<file path="config.mk">
export PLATFORM = sky130hd
export DESIGN_NAME = expression_lexer_top
export DESIGN_NICKNAME = d
export VERILOG_FILES = /design/src/rtl/exlex_pkg.sv /design/src/rtl/expression_lexer_top.sv /design/src/rtl/exlex_core.sv /design/src/rtl/exlex_outq.sv
export SDC_FILE = /design/constraint.sdc
export NUM_CORES = 1
export LEC_CHECK = 0
export ABC_CLOCK_PERIOD_IN_PS = 2500
export BUFFER_PORTS_ARGS = -buffer_cell sky130_fd_sc_hd__buf_2
export CORE_ASPECT_RATIO = 1.4
export CORE_MARGIN = 4
export CORE_UTILIZATION = 50
export CTS_CLUSTER_DIAMETER = 40
export DETAILED_ROUTE_END_ITERATION = 6
export HOLD_SLACK_MARGIN = 0.06
export PLACE_DENSITY = 0.78
export SLEW_MARGIN = 20
export SYNTH_ARGS = -nofsm -noshare
export SYNTH_HDL_FRONTEND = slang
export SYNTH_HIERARCHICAL = 1
export SYNTH_SLANG_ARGS = --single-unit
</file>
<file path="constraint.sdc">
create_clock -name clk_i -period 2.5 [get_ports clk_i]
set_clock_uncertainty 0.2 [all_clocks]
set_input_delay 0.5 -clock clk_i [delete_from_list [all_inputs] [get_ports clk_i]]
set_output_delay 0.5 -clock clk_i [all_outputs]
set_load 0.01 [all_outputs]
</file>
<file path="src/rtl/exlex_pkg.sv">
package exlex_pkg;

  // Lexer states
  typedef enum logic [2:0] {
    LEX_INITIAL  = 3'd0,
    LEX_DIGITS   = 3'd1,
    LEX_VARIABLE = 3'd2,
    LEX_NAME     = 3'd3,
    LEX_STRING   = 3'd4
  } lex_state_e;

  // Input item
  typedef struct packed {
    logic [7:0] in_char;
    logic       end_of_text;
  } in_item_t;

  // Result item
  typedef struct packed {
    logic [7:0] out_char;
    logic       char_valid;
    logic       token_end;
    logic       token_drop;
    logic       last;
  } out_item_t;

  localparam logic [7:0] QUOTE_RESET = 8'h60;  // backtick
  localparam int unsigned NUM_OPS = 12;
  localparam logic [7:0] CHAR_DOLLAR  = 8'h24;
  localparam logic [7:0] CHAR_USCORE  = 8'h5F;
  localparam logic [7:0] CHAR_LPAREN  = 8'h28;
  localparam logic [7:0] CHAR_DOT     = 8'h2E;
  localparam logic [7:0] CASE_OFFSET  = 8'h20;

  localparam logic [NUM_OPS-1:0][7:0] OP_CHARS = {
    8'h2E, 8'h2B, 8'h2D, 8'h2F, 8'h2A, 8'h5E,
    8'h28, 8'h29, 8'h2C, 8'h3F, 8'h3A, 8'h3D
  };

  function automatic logic is_space(input logic [7:0] c);
    return (c == 8'h20) || ((c >= 8'h09) && (c <= 8'h0D));
  endfunction

  function automatic logic is_digit(input logic [7:0] c);
    return (c >= 8'h30) && (c <= 8'h39);
  endfunction

  function automatic logic is_alpha(input logic [7:0] c);
    return ((c >= 8'h41) && (c <= 8'h5A)) || ((c >= 8'h61) && (c <= 8'h7A));
  endfunction

  function automatic logic is_quote(input logic [7:0] c);
    return (c == 8'h60) || (c == 8'h27) || (c == 8'h22);
  endfunction

  function automatic logic is_op(input logic [7:0] c);
    logic hit;
    hit = 1'b0;
    for (int i = 0; i < NUM_OPS; i++) begin
      if (OP_CHARS[i] == c) hit = 1'b1;
    end
    return hit;
  endfunction

endpackage

</file>
<file path="src/rtl/expression_lexer_top.sv">
// Expression lexer: splits ASCII text into tokens, one character per input
// transfer. The input channel (in_valid_i/in_ready_o, in_item_i) carries a
// character or an end-of-text mark; the output channel (out_valid_o/
// out_ready_i, out_item_o) carries one result per transfer, with last set
// on the final result of each input item.
// The first result of an item passes through the input register and the
// output queue before it is offered. Most items give one result; a
// character that terminates a number, variable or name is classified twice
// by the single pass unit and gives two results. The sustained rate is one
// result per cycle while the output queue has room.
// A two-entry output queue separates the channels, so a new item is taken
// while earlier results still wait; when the receiver stalls the queue
// fills and in_ready_o drops until a result is taken.
// Reset (rst_ni low, asynchronous) empties the queue and the input stage and
// returns the lexer to its initial state with no token open.
module expression_lexer_top (
  input  logic                 clk_i,
  input  logic                 rst_ni,
  input  logic                 in_valid_i,
  output logic                 in_ready_o,
  input  exlex_pkg::in_item_t  in_item_i,
  output logic                 out_valid_o,
  input  logic                 out_ready_i,
  output exlex_pkg::out_item_t out_item_o
);

  logic                 res_free;
  logic                 res_push;
  exlex_pkg::out_item_t res;

  exlex_core u_core (
    .clk_i      (clk_i),
    .rst_ni     (rst_ni),
    .in_valid_i (in_valid_i),
    .in_ready_o (in_ready_o),
    .in_item_i  (in_item_i),
    .res_free_i (res_free),
    .res_push_o (res_push),
    .res_o      (res)
  );

  exlex_outq u_outq (
    .clk_i       (clk_i),
    .rst_ni      (rst_ni),
    .push_i      (res_push),
    .push_item_i (res),
    .free_o      (res_free),
    .out_valid_o (out_valid_o),
    .out_ready_i (out_ready_i),
    .out_item_o  (out_item_o)
  );

endmodule

</file>
<file path="src/rtl/exlex_core.sv">
module exlex_core (
  input  logic                clk_i,
  input  logic                rst_ni,
  input  logic                in_valid_i,
  output logic                in_ready_o,
  input  exlex_pkg::in_item_t in_item_i,
  input  logic                res_free_i,
  output logic                res_push_o,
  output exlex_pkg::out_item_t res_o
);

  exlex_pkg::in_item_t   item_q;
  logic                  item_valid_q;
  exlex_pkg::lex_state_e st_q, st_d;
  logic [7:0]            quote_q, quote_d;
  logic                  dot_q, dot_d;
  logic                  open_q, open_d;

  logic       fire, consumed;
  logic       skip, redo, adv, closes;
  logic [7:0] c, ch;

  assign c          = item_q.in_char;
  assign fire       = item_valid_q && res_free_i;
  assign consumed   = fire && !redo;
  assign in_ready_o = !item_valid_q || consumed;
  assign res_push_o = fire;

  // One classification pass over the held character
  always_comb begin
    st_d    = st_q;
    quote_d = quote_q;
    dot_d   = dot_q;
    open_d  = open_q;
    skip    = 1'b0;
    redo    = 1'b0;
    adv     = 1'b0;
    closes  = 1'b0;
    ch      = c;
    res_o   = '0;
    if (item_q.end_of_text) begin
      closes = open_q && ((st_q == exlex_pkg::LEX_DIGITS) ||
                          (st_q == exlex_pkg::LEX_VARIABLE) ||
                          (st_q == exlex_pkg::LEX_NAME));
      res_o.token_end  = closes;
      res_o.token_drop = open_q && !closes;
      res_o.last       = 1'b1;
      st_d    = exlex_pkg::LEX_INITIAL;
      quote_d = exlex_pkg::QUOTE_RESET;
      dot_d   = 1'b0;
      open_d  = 1'b0;
    end else begin
      unique case (st_q)
        exlex_pkg::LEX_DIGITS: begin
          if (c == exlex_pkg::CHAR_DOT) begin
            if (dot_q) begin
              skip = 1'b1; redo = 1'b1; adv = 1'b1;
            end
            dot_d = 1'b1;
          end else if (!exlex_pkg::is_digit(c)) begin
            skip = 1'b1; redo = 1'b1; adv = 1'b1;
          end
        end
        exlex_pkg::LEX_VARIABLE: begin
          if (!exlex_pkg::is_digit(c) && !exlex_pkg::is_alpha(c) &&
              (c != exlex_pkg::CHAR_USCORE) && (c != exlex_pkg::CHAR_DOLLAR)) begin
            skip = 1'b1; redo = 1'b1; adv = 1'b1;
          end else begin
            st_d = exlex_pkg::LEX_NAME;
          end
        end
        exlex_pkg::LEX_NAME: begin
          if (c == exlex_pkg::CHAR_LPAREN) begin
            adv = 1'b1;
          end else if (!exlex_pkg::is_digit(c) && !exlex_pkg::is_alpha(c) &&
                       (c != exlex_pkg::CHAR_USCORE)) begin
            skip = 1'b1; redo = 1'b1; adv = 1'b1;
          end
        end
        exlex_pkg::LEX_STRING: begin
          if (c == quote_q) adv = 1'b1;
        end
        default: begin
          st_d = exlex_pkg::LEX_INITIAL;
          if (exlex_pkg::is_space(c)) begin
            skip = 1'b1;
          end else if (exlex_pkg::is_digit(c)) begin
            st_d  = exlex_pkg::LEX_DIGITS;
            dot_d = 1'b0;
          end else if (c == exlex_pkg::CHAR_DOLLAR) begin
            st_d = exlex_pkg::LEX_VARIABLE;
          end else if (exlex_pkg::is_alpha(c)) begin
            if (c <= 8'h5A) ch = c + exlex_pkg::CASE_OFFSET;
            st_d = exlex_pkg::LEX_NAME;
          end else if (exlex_pkg::is_op(c)) begin
            adv = 1'b1;
          end else if (exlex_pkg::is_quote(c)) begin
            quote_d = c;
            st_d    = exlex_pkg::LEX_STRING;
          end
        end
      endcase

      if (!skip) open_d = 1'b1;
      res_o.out_char   = skip ? 8'h00 : ch;
      res_o.char_valid = !skip;
      res_o.token_end  = adv && (open_q || !skip);
      res_o.last       = !redo;
      if (adv) begin
        open_d = 1'b0;
        st_d   = exlex_pkg::LEX_INITIAL;
      end
    end
  end

  // Lexer state advances once per pass
  always_ff @(posedge clk_i or negedge rst_ni) begin
    if (!rst_ni) begin
      st_q    <= exlex_pkg::LEX_INITIAL;
      quote_q <= exlex_pkg::QUOTE_RESET;
      dot_q   <= 1'b0;
      open_q  <= 1'b0;
    end else if (fire) begin
      st_q    <= st_d;
      quote_q <= quote_d;
      dot_q   <= dot_d;
      open_q  <= open_d;
    end
  end

  // Input register; a terminating character stays for its second pass
  always_ff @(posedge clk_i or negedge rst_ni) begin
    if (!rst_ni) begin
      item_valid_q <= 1'b0;
    end else if (in_valid_i && in_ready_o) begin
      item_valid_q <= 1'b1;
    end else if (consumed) begin
      item_valid_q <= 1'b0;
    end
  end

  always_ff @(posedge clk_i) begin
    if (in_valid_i && in_ready_o) item_q <= in_item_i;
  end

endmodule

</file>
<file path="src/rtl/exlex_outq.sv">
module exlex_outq (
  input  logic                 clk_i,
  input  logic                 rst_ni,
  input  logic                 push_i,
  input  exlex_pkg::out_item_t push_item_i,
  output logic                 free_o,
  output logic                 out_valid_o,
  input  logic                 out_ready_i,
  output exlex_pkg::out_item_t out_item_o
);

  exlex_pkg::out_item_t mem_q [2];
  logic       wr_q, rd_q;
  logic [1:0] count_q;
  logic       pop;

  assign free_o      = (count_q != 2'd2);
  assign out_valid_o = (count_q != 2'd0);
  assign out_item_o  = mem_q[rd_q];
  assign pop         = out_valid_o && out_ready_i;

  // Pointers and fill count
  always_ff @(posedge clk_i or negedge rst_ni) begin
    if (!rst_ni) begin
      wr_q    <= 1'b0;
      rd_q    <= 1'b0;
      count_q <= 2'd0;
    end else begin
      if (push_i) wr_q <= !wr_q;
      if (pop) rd_q <= !rd_q;
      if (push_i && !pop) count_q <= count_q + 2'd1;
      else if (pop && !push_i) count_q <= count_q - 2'd1;
    end
  end

  always_ff @(posedge clk_i) begin
    if (push_i) mem_q[wr_q] <= push_item_i;
  end

endmodule
</file>
==> impl_metrics.csv, run 1 <==
group,metric,value,unit
pwr,peakVddDrop,506.6,µV
timing,layout_min_cycle_time,3.064,ns
synth,synth_top_cell_by_area,"edfxtp_1",
drt,detail-route-antenna-nets,0,
synth,synth.most_common_cell,"edfxtp_1",
clock_network,cts_sinks,51,
global_route,grt_pass1_vias,2161,
outcome,status,"finished, violations left",
synth,synth.distinct_cells,52,
placement,dpl.cell_count,357,
drt,vias,2080,
worst_setup_path,cp_max_fo,3,
final_layout,fin_cells,376,
drt,drtIter0Drc,172,
placement,dp_hpwl,4303,µm
timing,setup_violations,36,
timing,fin_ws,-0.5636,ns
synth,netlist_top_cells_count,"edfxtp_1, dfrtp_1, nor2_1",
global_route,grt_pass1_wl,9956,µm
clock_network,clock_latency,0.29,ns
synth,yosysWarnings,6,
drt,drc,0,
synth,syn_inst,234,
timing,hold_viol_final,0,
drt,routedWlPerCell,15.98,µm
floorplan,top_level_ports,27,
global_route,grt_usage,0.1879,
floorplan,rows,31,
timing,max_slew_margin,0.5208,
floorplan,start_util,0.5212,
synth,synth_edf_count,33,
timing,fin_crit_sh,1.225,
synth,netlist_top_cells_area,"edfxtp_1, dfrtp_1, mux2_4, xor2_1, mux2_2",
timing,tightest_slew,0.7112,ns
clock_network,clockBufferDepth,2,
drt,drt_wl_total,6007,µm
clock_network,h-tree-depth,2,
synth,synthesis.nets,250,
synth,avgSynthCellArea,11.58,µm²
timing,slew_viol_final,0,
placement,place_worst_setup_slack,-0.3130,ns
worst_setup_path,end_kind,"primary output",
worst_setup_path,arrival,2.36,ns
worst_setup_path,startpoint_type,"register",
outcome,failed_checks,"setup timing",
clock_network,clk_pin_slew,0.08,ns
run,drv_cap,0,
drt,dr.pass1.iters,4,
timing,fmax,326.4,MHz
floorplan,die_x,70.21,µm
final_layout,drive_gt1_frac,0.4484,
worst_setup_path,crit_type,"reg2out",
clock_network,numCtsBuffers,5,
timing,rsz0062_at_grt,"true",
synth,synthArstFlopShare,0.3529,
synth,synth_top_area_frac,0.3658,
clock_network,cts_tree,"yes",
placement,gp_congestion,0.9088,
global_route,antenna_found_initial,0,
drt,viasPerCell,5.532,
placement,numPortBuffers,26,
global_route,grt-ovfl-total,0,
global_route,grt_max_degree,19,
worst_hold_path,min_path_type,"in2reg",
synth,ys_seq_area_frac,0.5330,
pwr,p_leak,0.001499,µW
final_layout,antenna_cells,0,
pwr,power_density,991.4,mW/mm²
floorplan,dieArea,0.006676,mm²
final_layout,nets,325,
clock_network,clockRootBuffer,"clkbuf_8",
synth,syn_area,0.002709,mm²
final_layout,areaGrowthSynthToFinish,31.69,%
timing,holdWs,0.1773,ns
floorplan,die_y,95.09,µm
floorplan,core_area,0.005197,mm²
worst_setup_path,required,1.80,ns
synth,ys.flop_type,"edfxtp_1",
synth,ys_ff_latch,51,
final cells by class:
type                    instances  area, µm²
flip-flops and latches         51       1444
clock inverters                 2      12.51
fillers                       366       1630
repair buffers                 81      573.1
inverters                       9      33.78
clock buffers                   6      72.57
well taps                      66      82.58
multi-input cells             161       1349
what timing repair did:
item,CTS,global route
buffers inserted,4,6
pin swaps,13,7
endpoints found under the setup margin,37,37
cloned,1,0
gates resized for setup,20,16
hold buffers,1,0
endpoints found under the hold margin,16,0
layer usage:
| layer | vias to the layer above | share of wire | GRT usage | wire length (µm) |
|---|---|---|---|---|
| li1 | 1005 | - | - | - |
| met1 | 984 | 0.38 | 0.2056 | 2256 |
| met2 | 70 | 0.54 | 0.3470 | 3234 |
| met3 | 21 | 0.041 | 0.02848 | 246 |
| met4 | 0 | 0.045 | 0.1038 | 269 |
| met5 | - | 0 | 0 | 0 |
state kept, by name, summed over array words and instances (netlist names):
signal / flops
u_core/dot_q: 1
u_outq/wr_q: 1
u_outq/mem_q: 24
u_core/c: 8
u_outq/rd_q: 1
u_core/item_q: 1
u_core/open_q: 1
u_core/quote_q: 8
u_core/st_q: 3
u_core/item_valid_q: 1
u_outq/count_q: 2
stage by stage:
stage / instance area (µm²) / util / TNS, ns / total power, µW
2_1_floorplan: 2726 / - / -1.488 / 2315
3_3_place_gp: 3217 / 0.6189 / -5.741 / 2815
3_5_place_dp: 3217 / 0.6189 / -6.708 / 2852
4_1_cts: 3427 / 0.6594 / -5.468 / 3420
5_1_grt: 3567 / 0.6863 / -10.57 / 3782
6_report: 3567 / 0.6863 / -7.300 / 3536
critical path, cell delays in order, from the launching register on:
cell	delay (ns)
edfxtp_1	0.43
or4_4	0.55
a32o_2	0.29
nor4_4	0.35
nand2_2	0.13
a31oi_4	0.15
inv_1	0.05
buf_2	0.13
layout by cell type, fill, tap and decap left out, types with 3 or more instances in the layout:
cell type / instances
buf_4: 49
edfxtp_1: 33
buf_2: 26
dfrtp_1: 16
nor2_1: 15
nand2_1: 14
xor2_1: 12
inv_1: 9
a21oi_1: 9
mux2_4: 9
o21ai_0: 8
nor2b_1: 7
and3_4: 6
mux2_2: 6
clkbuf_8: 5
nand3_1: 5
xnor2_1: 5
buf_6: 4
nand2b_1: 3
and3_1: 3
nor3_1: 3
nor4_1: 3
o22ai_2: 3
ha_1: 3
power breakdown:
group	total, µW	leakage (µW)	internal, µW	switching, µW
Sequential	1330	0.000537	1210	123
Clock	445	0.0000412	196	250
Combinational	1760	0.000920	883	879
Total	3540	0.00150	2290	1250
path summary, 6_finish.rpt:
| path | from | endpoint | cells past startpoint | slack [ns] |
|---|---|---|---|---|
| worst max-delay path | u_core/c[1] | in_ready_o | 7 | -0.56 |
| worst min-delay path | in_item_i[7] | u_core/c[6] | 1 | 0.18 |
| worst max register to register | u_core/c[2] | u_core/st_q[2] | 10 | -0.31 |
| worst min register to register | u_outq/rd_q | u_outq/rd_q | 1 | 0.27 |
| max in group asynchronous | rst_ni | u_core/quote_q[5] | 2 | 1.31 |
| min in group asynchronous | rst_ni | u_core/item_valid_q | 2 | 0.46 |
kinds of logic (layout without fill, tap and decap cells):
| family | Yosys count | in the layout | synth area share |
|---|---|---|---|
| xor+xnor | 17 | 17 | 0.05496 |
| flops | 51 | 51 | 0.5330 |
| buf+inv | 22 | 98 | 0.03649 |
| mux | 16 | 16 | 0.07852 |
| fa+ha+maj | 3 | 3 | 0.01386 |
| compound gates | 44 | 44 | 0.1085 |
| simple gates | 81 | 81 | 0.1746 |
Note: power is estimated with default switching activity, not from simulation.
==> run 2: changes to the inputs <==
- ABC_AREA: default -> 1
- PLACE_DENSITY: 0.78 -> 0.84
==> run 2 against run 1 <==
- the flow still finishes with violations (setup timing)
- final area shrank 2.2%
- utilization shrank 6.4 points
- combinational power grew 3%
- first-iteration DRC count shrank 26%
- critical endpoint unchanged
- critical path type unchanged
- final cell count grew 25%
==> impl_metrics.csv, run 2 <==
group,metric,value,unit
outcome,status,"finished, violations left",
outcome,failed_checks,"setup timing",
final_layout,layout_common_cells,"nand2_1, inv_1, buf_4, edfxtp_1, nor2_1",
pwr,netSwitchingPower,1494,µW
synth,synth_compound_area_frac,0.06173,
pwr,combPwrFrac,0.493,
timing,slew_viol_final,0,
synth,synth.most_common_cell,"nand2_1",
final_layout,largest_reg_flops,24,
pwr,power_density,1051,mW/mm²
pwr,clockPowerShare,0.120,
timing,fin_ws,-0.2659,ns
placement,gp_congestion,0.9202,
clock_network,h-tree-depth,2,
clock_network,clock_latency,0.30,ns
pwr,p_leak,0.001722,µW
placement,numPortBuffers,26,
synth,ys_seq_area_frac,0.4913,
clock_network,clockRootBuffer,"clkbuf_8",
floorplan,rows,32,
placement,place_worst_setup_slack,-0.03212,ns
synth,syn_inst,339,
drt,drt_wl_total,5851,µm
synth,netlist_top_cells_area,"edfxtp_1, dfrtp_1, nand2_1, inv_1, nor2_1",
final_layout,reg_top3,"u_outq/mem_q x24, u_core/c x8, u_core/quote_q x8",
global_route,grt_pass1_vias,2349,
drt,drtIter0Drc,128,
final_layout,fin_util,0.6225,
placement,dp_hpwl,4742,µm
final_layout,fin_cells,471,
timing,hold_viol_final,0,
synth,synthMuxAreaShare,0,
drt,dr.pass1.iters,4,
worst_hold_path,min_path_type,"in2reg",
global_route,grt_pass1_wl,10240,µm
worst_setup_path,crit_type,"reg2out",
final_layout,final_common_cell,"nand2_1",
timing,fmax,361.5,MHz
synth,synth_top_family_by_area,"simple AND/OR/NAND/NOR gates",
floorplan,die_y,98.72,µm
synth,synth_top_cell_by_area,"edfxtp_1",
placement,dpl.cell_count,455,
worst_setup_path,arrival,2.07,ns
synth,ys.flop_type,"edfxtp_1",
final_layout,nets,418,
global_route,antenna_found_initial,0,
synth,synth.distinct_cells,40,
clock_network,cts_tree,"yes",
clock_network,cts_sinks,51,
worst_setup_path,cp_max_fo,8,
timing,layout_min_cycle_time,2.766,ns
global_route,grt-ovfl-total,0,
timing,max_slew_margin,0.7151,
floorplan,start_util,0.5243,
timing,rsz0062_at_grt,"true",
worst_setup_path,required,1.80,ns
timing,holdWs,0.1709,ns
timing,setup_violations,10,
global_route,grt_max_degree,19,
pwr,internal_power,2174,µW
run,drv_cap,0,
clock_network,clk_pin_slew,0.08,ns
timing,tightest_slew,0.4269,ns
global_route,grt_usage,0.1817,
worst_setup_path,end_kind,"primary output",
floorplan,dieArea,0.007186,mm²
synth,synthArstFlopShare,0.3529,
drt,routedWlPerCell,12.42,µm
synth,synth_edf_count,33,
pwr,sw_frac_of_total,0.4073,
synth,synth_xor_area_frac,0.01788,
synth,synth-adder-area-share,0.01277,
synth,syn_area,0.002939,mm²
drt,vias,2360,
synth,netlist_top_cells_count,"nand2_1, inv_1, nor2_1",
floorplan,die_x,72.80,µm
clock_network,clockBufferDepth,2,
drt,detail-route-antenna-nets,0,
synth,avgSynthCellArea,8.670,µm²
floorplan,top_level_ports,27,
final_layout,areaGrowthSynthToFinish,18.73,%
synth,yosysWarnings,6,
floorplan,core_area,0.005605,mm²
timing,fin_crit_sh,1.106,
pwr,peakVddDrop,475.4,µV
pwr,seq_power_share,0.387,
drt,drc,0,
synth,synth_top_area_frac,0.3372,
synth,ys_ff_latch,51,
final_layout,top_register,"u_outq/mem_q",
synth,synth-simple-area-share,0.3278,
synth,synthesis.nets,355,
worst_setup_path,startpoint_type,"register",
final_layout,drive_gt1_frac,0.3052,
pwr,power.total,3667,µW
clock_network,numCtsBuffers,5,
drt,viasPerCell,5.011,
final_layout,antenna_cells,0,
==> run 2: final cells by class <==
type | count | area, µm²
Tap cell | 68 | 85.08
Sequential cell | 51 | 1444
Clock inverter | 2 | 12.51
Inverter | 51 | 191.4
Fill cell | 484 | 2116
Clock buffer | 6 | 72.57
Timing Repair Buffer | 63 | 426.7
Multi-Input combinational cell | 230 | 1257
==> run 2: per-stage QoR <==
stage               setup TNS, ns  area, µm²
global placement        -0.008187       3319
detailed placement       -0.03212       3319
finish                     -1.491       3490
global route               -2.783       3490
floorplan                       0       2943
CTS                       -0.5053       3451
==> run 2: timing repair <==
action | CTS | global route
pin swaps | 4 | 4
buffers inserted | 3 | 4
hold endpoints to repair | 16 | 0
hold buffers | 1 | 0
endpoints found under the setup margin | 1 | 12
resized for setup | 7 | 3
==> run 2: worst max-delay path, cell delays in order, from the launching register on <==
cell and delay [ns]:
edfxtp_1 0.51, ha_2 0.25, inv_2 0.04, nor2_1 0.04, nand2_1 0.05, nand3_1 0.07
nand2_2 0.09, nand4_4 0.14, nor2_4 0.18, nor2_8 0.05, nand2_4 0.06, nand2_4 0.05
nand2_4 0.07, nand2_4 0.05, buf_6 0.12
==> run 2: power by group through the flow <==
stage / Combinational [µW] / Clock (µW) / Sequential (µW)
floorplan: 1260 / 0 / 1380
global placement: 1690 / 0 / 1430
detailed placement: 1730 / 0 / 1440
CTS: 1780 / 455 / 1420
global route: 2040 / 495 / 1460
finish: 1810 / 439 / 1420
==> run 2: cell families after synthesis <==
logic type | count (synthesis)
compound gates | 31
simple gates | 190
xor+xnor | 6
flops | 51
fa+ha+maj | 3
buf+inv | 58
==> run 2: layer usage <==
metal  track usage  part of all wire  up-vias
li1              -                 -     1216
met1        0.1967              0.37     1088
met2        0.3421              0.56       42
met3       0.02551             0.034       14
met4       0.07386             0.030        0
met5             0                 0        -
==> run 2: worst paths after layout <==
check                           cells after the start         startpoint           endpoint  slack (ns)
worst max-delay path                               14        u_core/c[5]         in_ready_o       -0.27
worst min-delay path                                1       in_item_i[0]   u_core/item_q[0]        0.17
worst max register to register                     14        u_core/c[6]        u_core/c[4]       -0.14
worst min register to register                      2  u_core/quote_q[3]  u_core/quote_q[3]        0.29
max in group asynchronous                           2             rst_ni  u_core/quote_q[6]        1.33
min in group asynchronous                           2             rst_ni     u_core/st_q[0]        0.45
==> run 3: changes to the inputs <==
- CORE_ASPECT_RATIO: 1.4 -> 1.5
==> run 3 against run 2 <==
- the run still ends with setup timing left
- combinational power increased by 9%
- final area increased by 4.4%
- clock power increased by 5.9%
- utilization increased by 3.1 points
- routed wire length increased by 23%
- non-clock buffer count increased by 9
- first-iteration DRC count increased by 34%
- hold slack got worse by 0.013 ns
- total power increased by 5.5%
- critical path depth decreased by 1
- critical endpoint unchanged
- largest cell class unchanged
- largest power group unchanged
==> impl_metrics.csv, run 3 (synthesis results as in run 2) <==
group,metric,value,unit
worst_setup_path,crit_type,"reg2out",
drt,vias,2639,
floorplan,die_x,70.60,µm
clock_network,clockBufferDepth,2,
global_route,met3_usage,0.03051,
worst_setup_path,cp_slowest_stage_delay,0.56,ns
timing,fin_ws,-0.4666,ns
timing,slew_viol_final,0,
worst_setup_path,cp_max_fo,8,
final_layout,drive_gt1_frac,0.3398,
placement,numPortBuffers,26,
drt,dr.pass1.iters,5,
global_route,grt_pass1_wl,11090,µm
clock_network,clockRootBuffer,"clkbuf_8",
floorplan,rows,33,
worst_setup_path,r2r_setup_slack,-0.33,ns
timing,rsz0062_at_grt,"true",
floorplan,top_level_ports,27,
global_route,busiest_layer,"met2",
timing,max_slew_margin,0.6992,
drt,detail-route-antenna-nets,0,
run,drv_cap,0,
global_route,grt_usage,0.1985,
final_layout,final.fill_count,440,
drt,routedWlPerCell,14.89,µm
final_layout,nets,427,
worst_setup_path,cp-startpoint,"u_core/c[3]",
outcome,status,"finished, violations left",
final_layout,layout_common_cells,"nand2_1, buf_4, inv_1, edfxtp_1, nor2_1",
outcome,failed_checks,"setup timing",
worst_setup_path,required,1.80,ns
global_route,grt_use_met1,0.1982,
worst_setup_path,end_kind,"primary output",
final_layout,reg_top3,"u_outq/mem_q x24, u_core/c x8, u_core/quote_q x8",
final_layout,final_common_cell,"nand2_1",
worst_setup_path,arrival,2.27,ns
clock_network,h-tree-depth,2,
final_layout,top_register,"u_outq/mem_q",
timing,tightest_slew,0.4512,ns
timing,fin_crit_sh,1.187,
pwr,power_density,1062,mW/mm²
clock_network,numCtsBuffers,5,
timing,layout_min_cycle_time,2.967,ns
worst_setup_path,r2r.worst_path.cells,14,
drt,drt_wl_total,7177,µm
worst_setup_path,cp-endpoint,"in_ready_o",
placement,gp_congestion,1.079,
final_layout,fin_util,0.6534,
floorplan,start_util,0.5273,
final_layout,areaGrowthSynthToFinish,23.92,%
placement,dpl_cell_area,0.003277,mm²
pwr,peakVddDrop,460.1,µV
timing,hold_viol_final,0,
placement,dp_hpwl,4804,µm
global_route,grt-ovfl-total,0,
floorplan,core_area,0.005574,mm²
drt,drc,0,
clock_network,cts_sinks,51,
worst_setup_path,crit_path_top_delay_cell,"edfxtp_1",
global_route,met2_usage,0.3773,
timing,setup_violations,10,
clock_network,clock_latency,0.31,ns
worst_setup_path,critPathMostFrequentCell,"nand2_4",
clock_network,cts_tree,"yes",
worst_setup_path,reg2reg_from,"u_core/c[3]",
drt,drtIter0Drc,171,
floorplan,die_y,101.9,µm
final_layout,largest_reg_flops,24,
worst_setup_path,startpoint_type,"register",
pwr,p_leak,0.001797,µW
final_layout,antenna_cells,0,
global_route,grt_max_degree,19,
worst_setup_path,r2r-end,"u_core/c[7]",
timing,fmax,337.1,MHz
worst_hold_path,min_path_type,"in2reg",
drt,viasPerCell,5.475,
floorplan,dieArea,0.007194,mm²
global_route,grt_pass1_vias,2476,
clock_network,clk_pin_slew,0.09,ns
worst_setup_path,worstPathCellList,"nor2_1 > nand2_1 > nand2_1 > nand2_1 > nand2_2 > nand4_4 > nor2_4 > nor2_8 > nand2_4 > nand2_4 > nand2_4 > nand2_4 > buf_6",
global_route,antenna_found_initial,0,
final_layout,final_design_area_no_fill,0.003642,mm²
## run 3: cell count changes in the layout (fill, tap and decap cells not counted), sizes merged
| cell | before | now |
|---|---|---|
| clkinvlp | 1 | 0 |
| inv | 50 | 51 |
| buf | 62 | 71 |
| clkbuf | 6 | 5 |
| clkinv | 2 | 3 |
## run 3: through the flow
| stage | hold slack (ns) | setup TNS [ns] | worst slack, ns | cells | total power [µW] |
|---|---|---|---|---|---|
| detailed placement | 0.2525 | -0.1232 | -0.01428 | 451 | 3162 |
| CTS | 0.1529 | -1.874 | -0.2953 | 476 | 3798 |
| global route | 0.1534 | -4.220 | -0.5287 | 482 | 4132 |
| global placement | 0.2523 | 0 | 0.01505 | 451 | 3090 |
| finish | 0.1580 | -3.346 | -0.4666 | 482 | 3869 |
| floorplan | 0.004409 | 0 | 0.06819 | 339 | 2642 |
## run 3: cell type report
cell class              count  area, µm²  area share
flip-flops and latches     51       1444      0.3964
multi-input cells         230       1304      0.3580
repair buffers             72      528.0      0.1450
inverters                  51      191.4     0.05256
well taps                  70      87.58     0.02405
clock buffers               5      68.82     0.01889
clock inverters             3      18.77    0.005153
## run 3: critical path: cells and delay by family (launching register included)
family,cells,cell delay [ns]
simple gates,12,1.27
buf+inv,1,0.12
flops,1,0.56
## run 3: worst min-delay path by stage
stage	from	end	depth (start not counted)
3_5_place_dp	rst_ni	u_outq/rd_q	1
5_1_grt	in_item_i[0]	u_core/item_q[0]	1
4_1_cts	in_item_i[0]	u_core/item_q[0]	1
6_report	in_item_i[0]	u_core/item_q[0]	1
3_3_place_gp	rst_ni	u_outq/rd_q	1
2_1_floorplan	rst_ni	u_core/dot_q	0
## run 3: power breakdown
part | internal (µW) | switching (µW) | leakage, µW
sequential | 1260 | 174 | 0.000541
combinational | 786 | 1180 | 0.00121
clock | 197 | 268 | 0.0000483
## run 3: what timing repair did
action	in CTS	in global routing
endpoints found under the setup margin	10	35
endpoints found under the hold margin	16	0
hold buffers	1	0
gates resized for setup	12	10
buffers inserted	15	7
cloned	1	0
pin swaps	8	12
## run 3: routing by layer
metal  vias up  share of wire
met3        45          0.062
li1       1233              -
met5         -              0
met2       142           0.53
met4         0          0.067
met1      1219           0.34
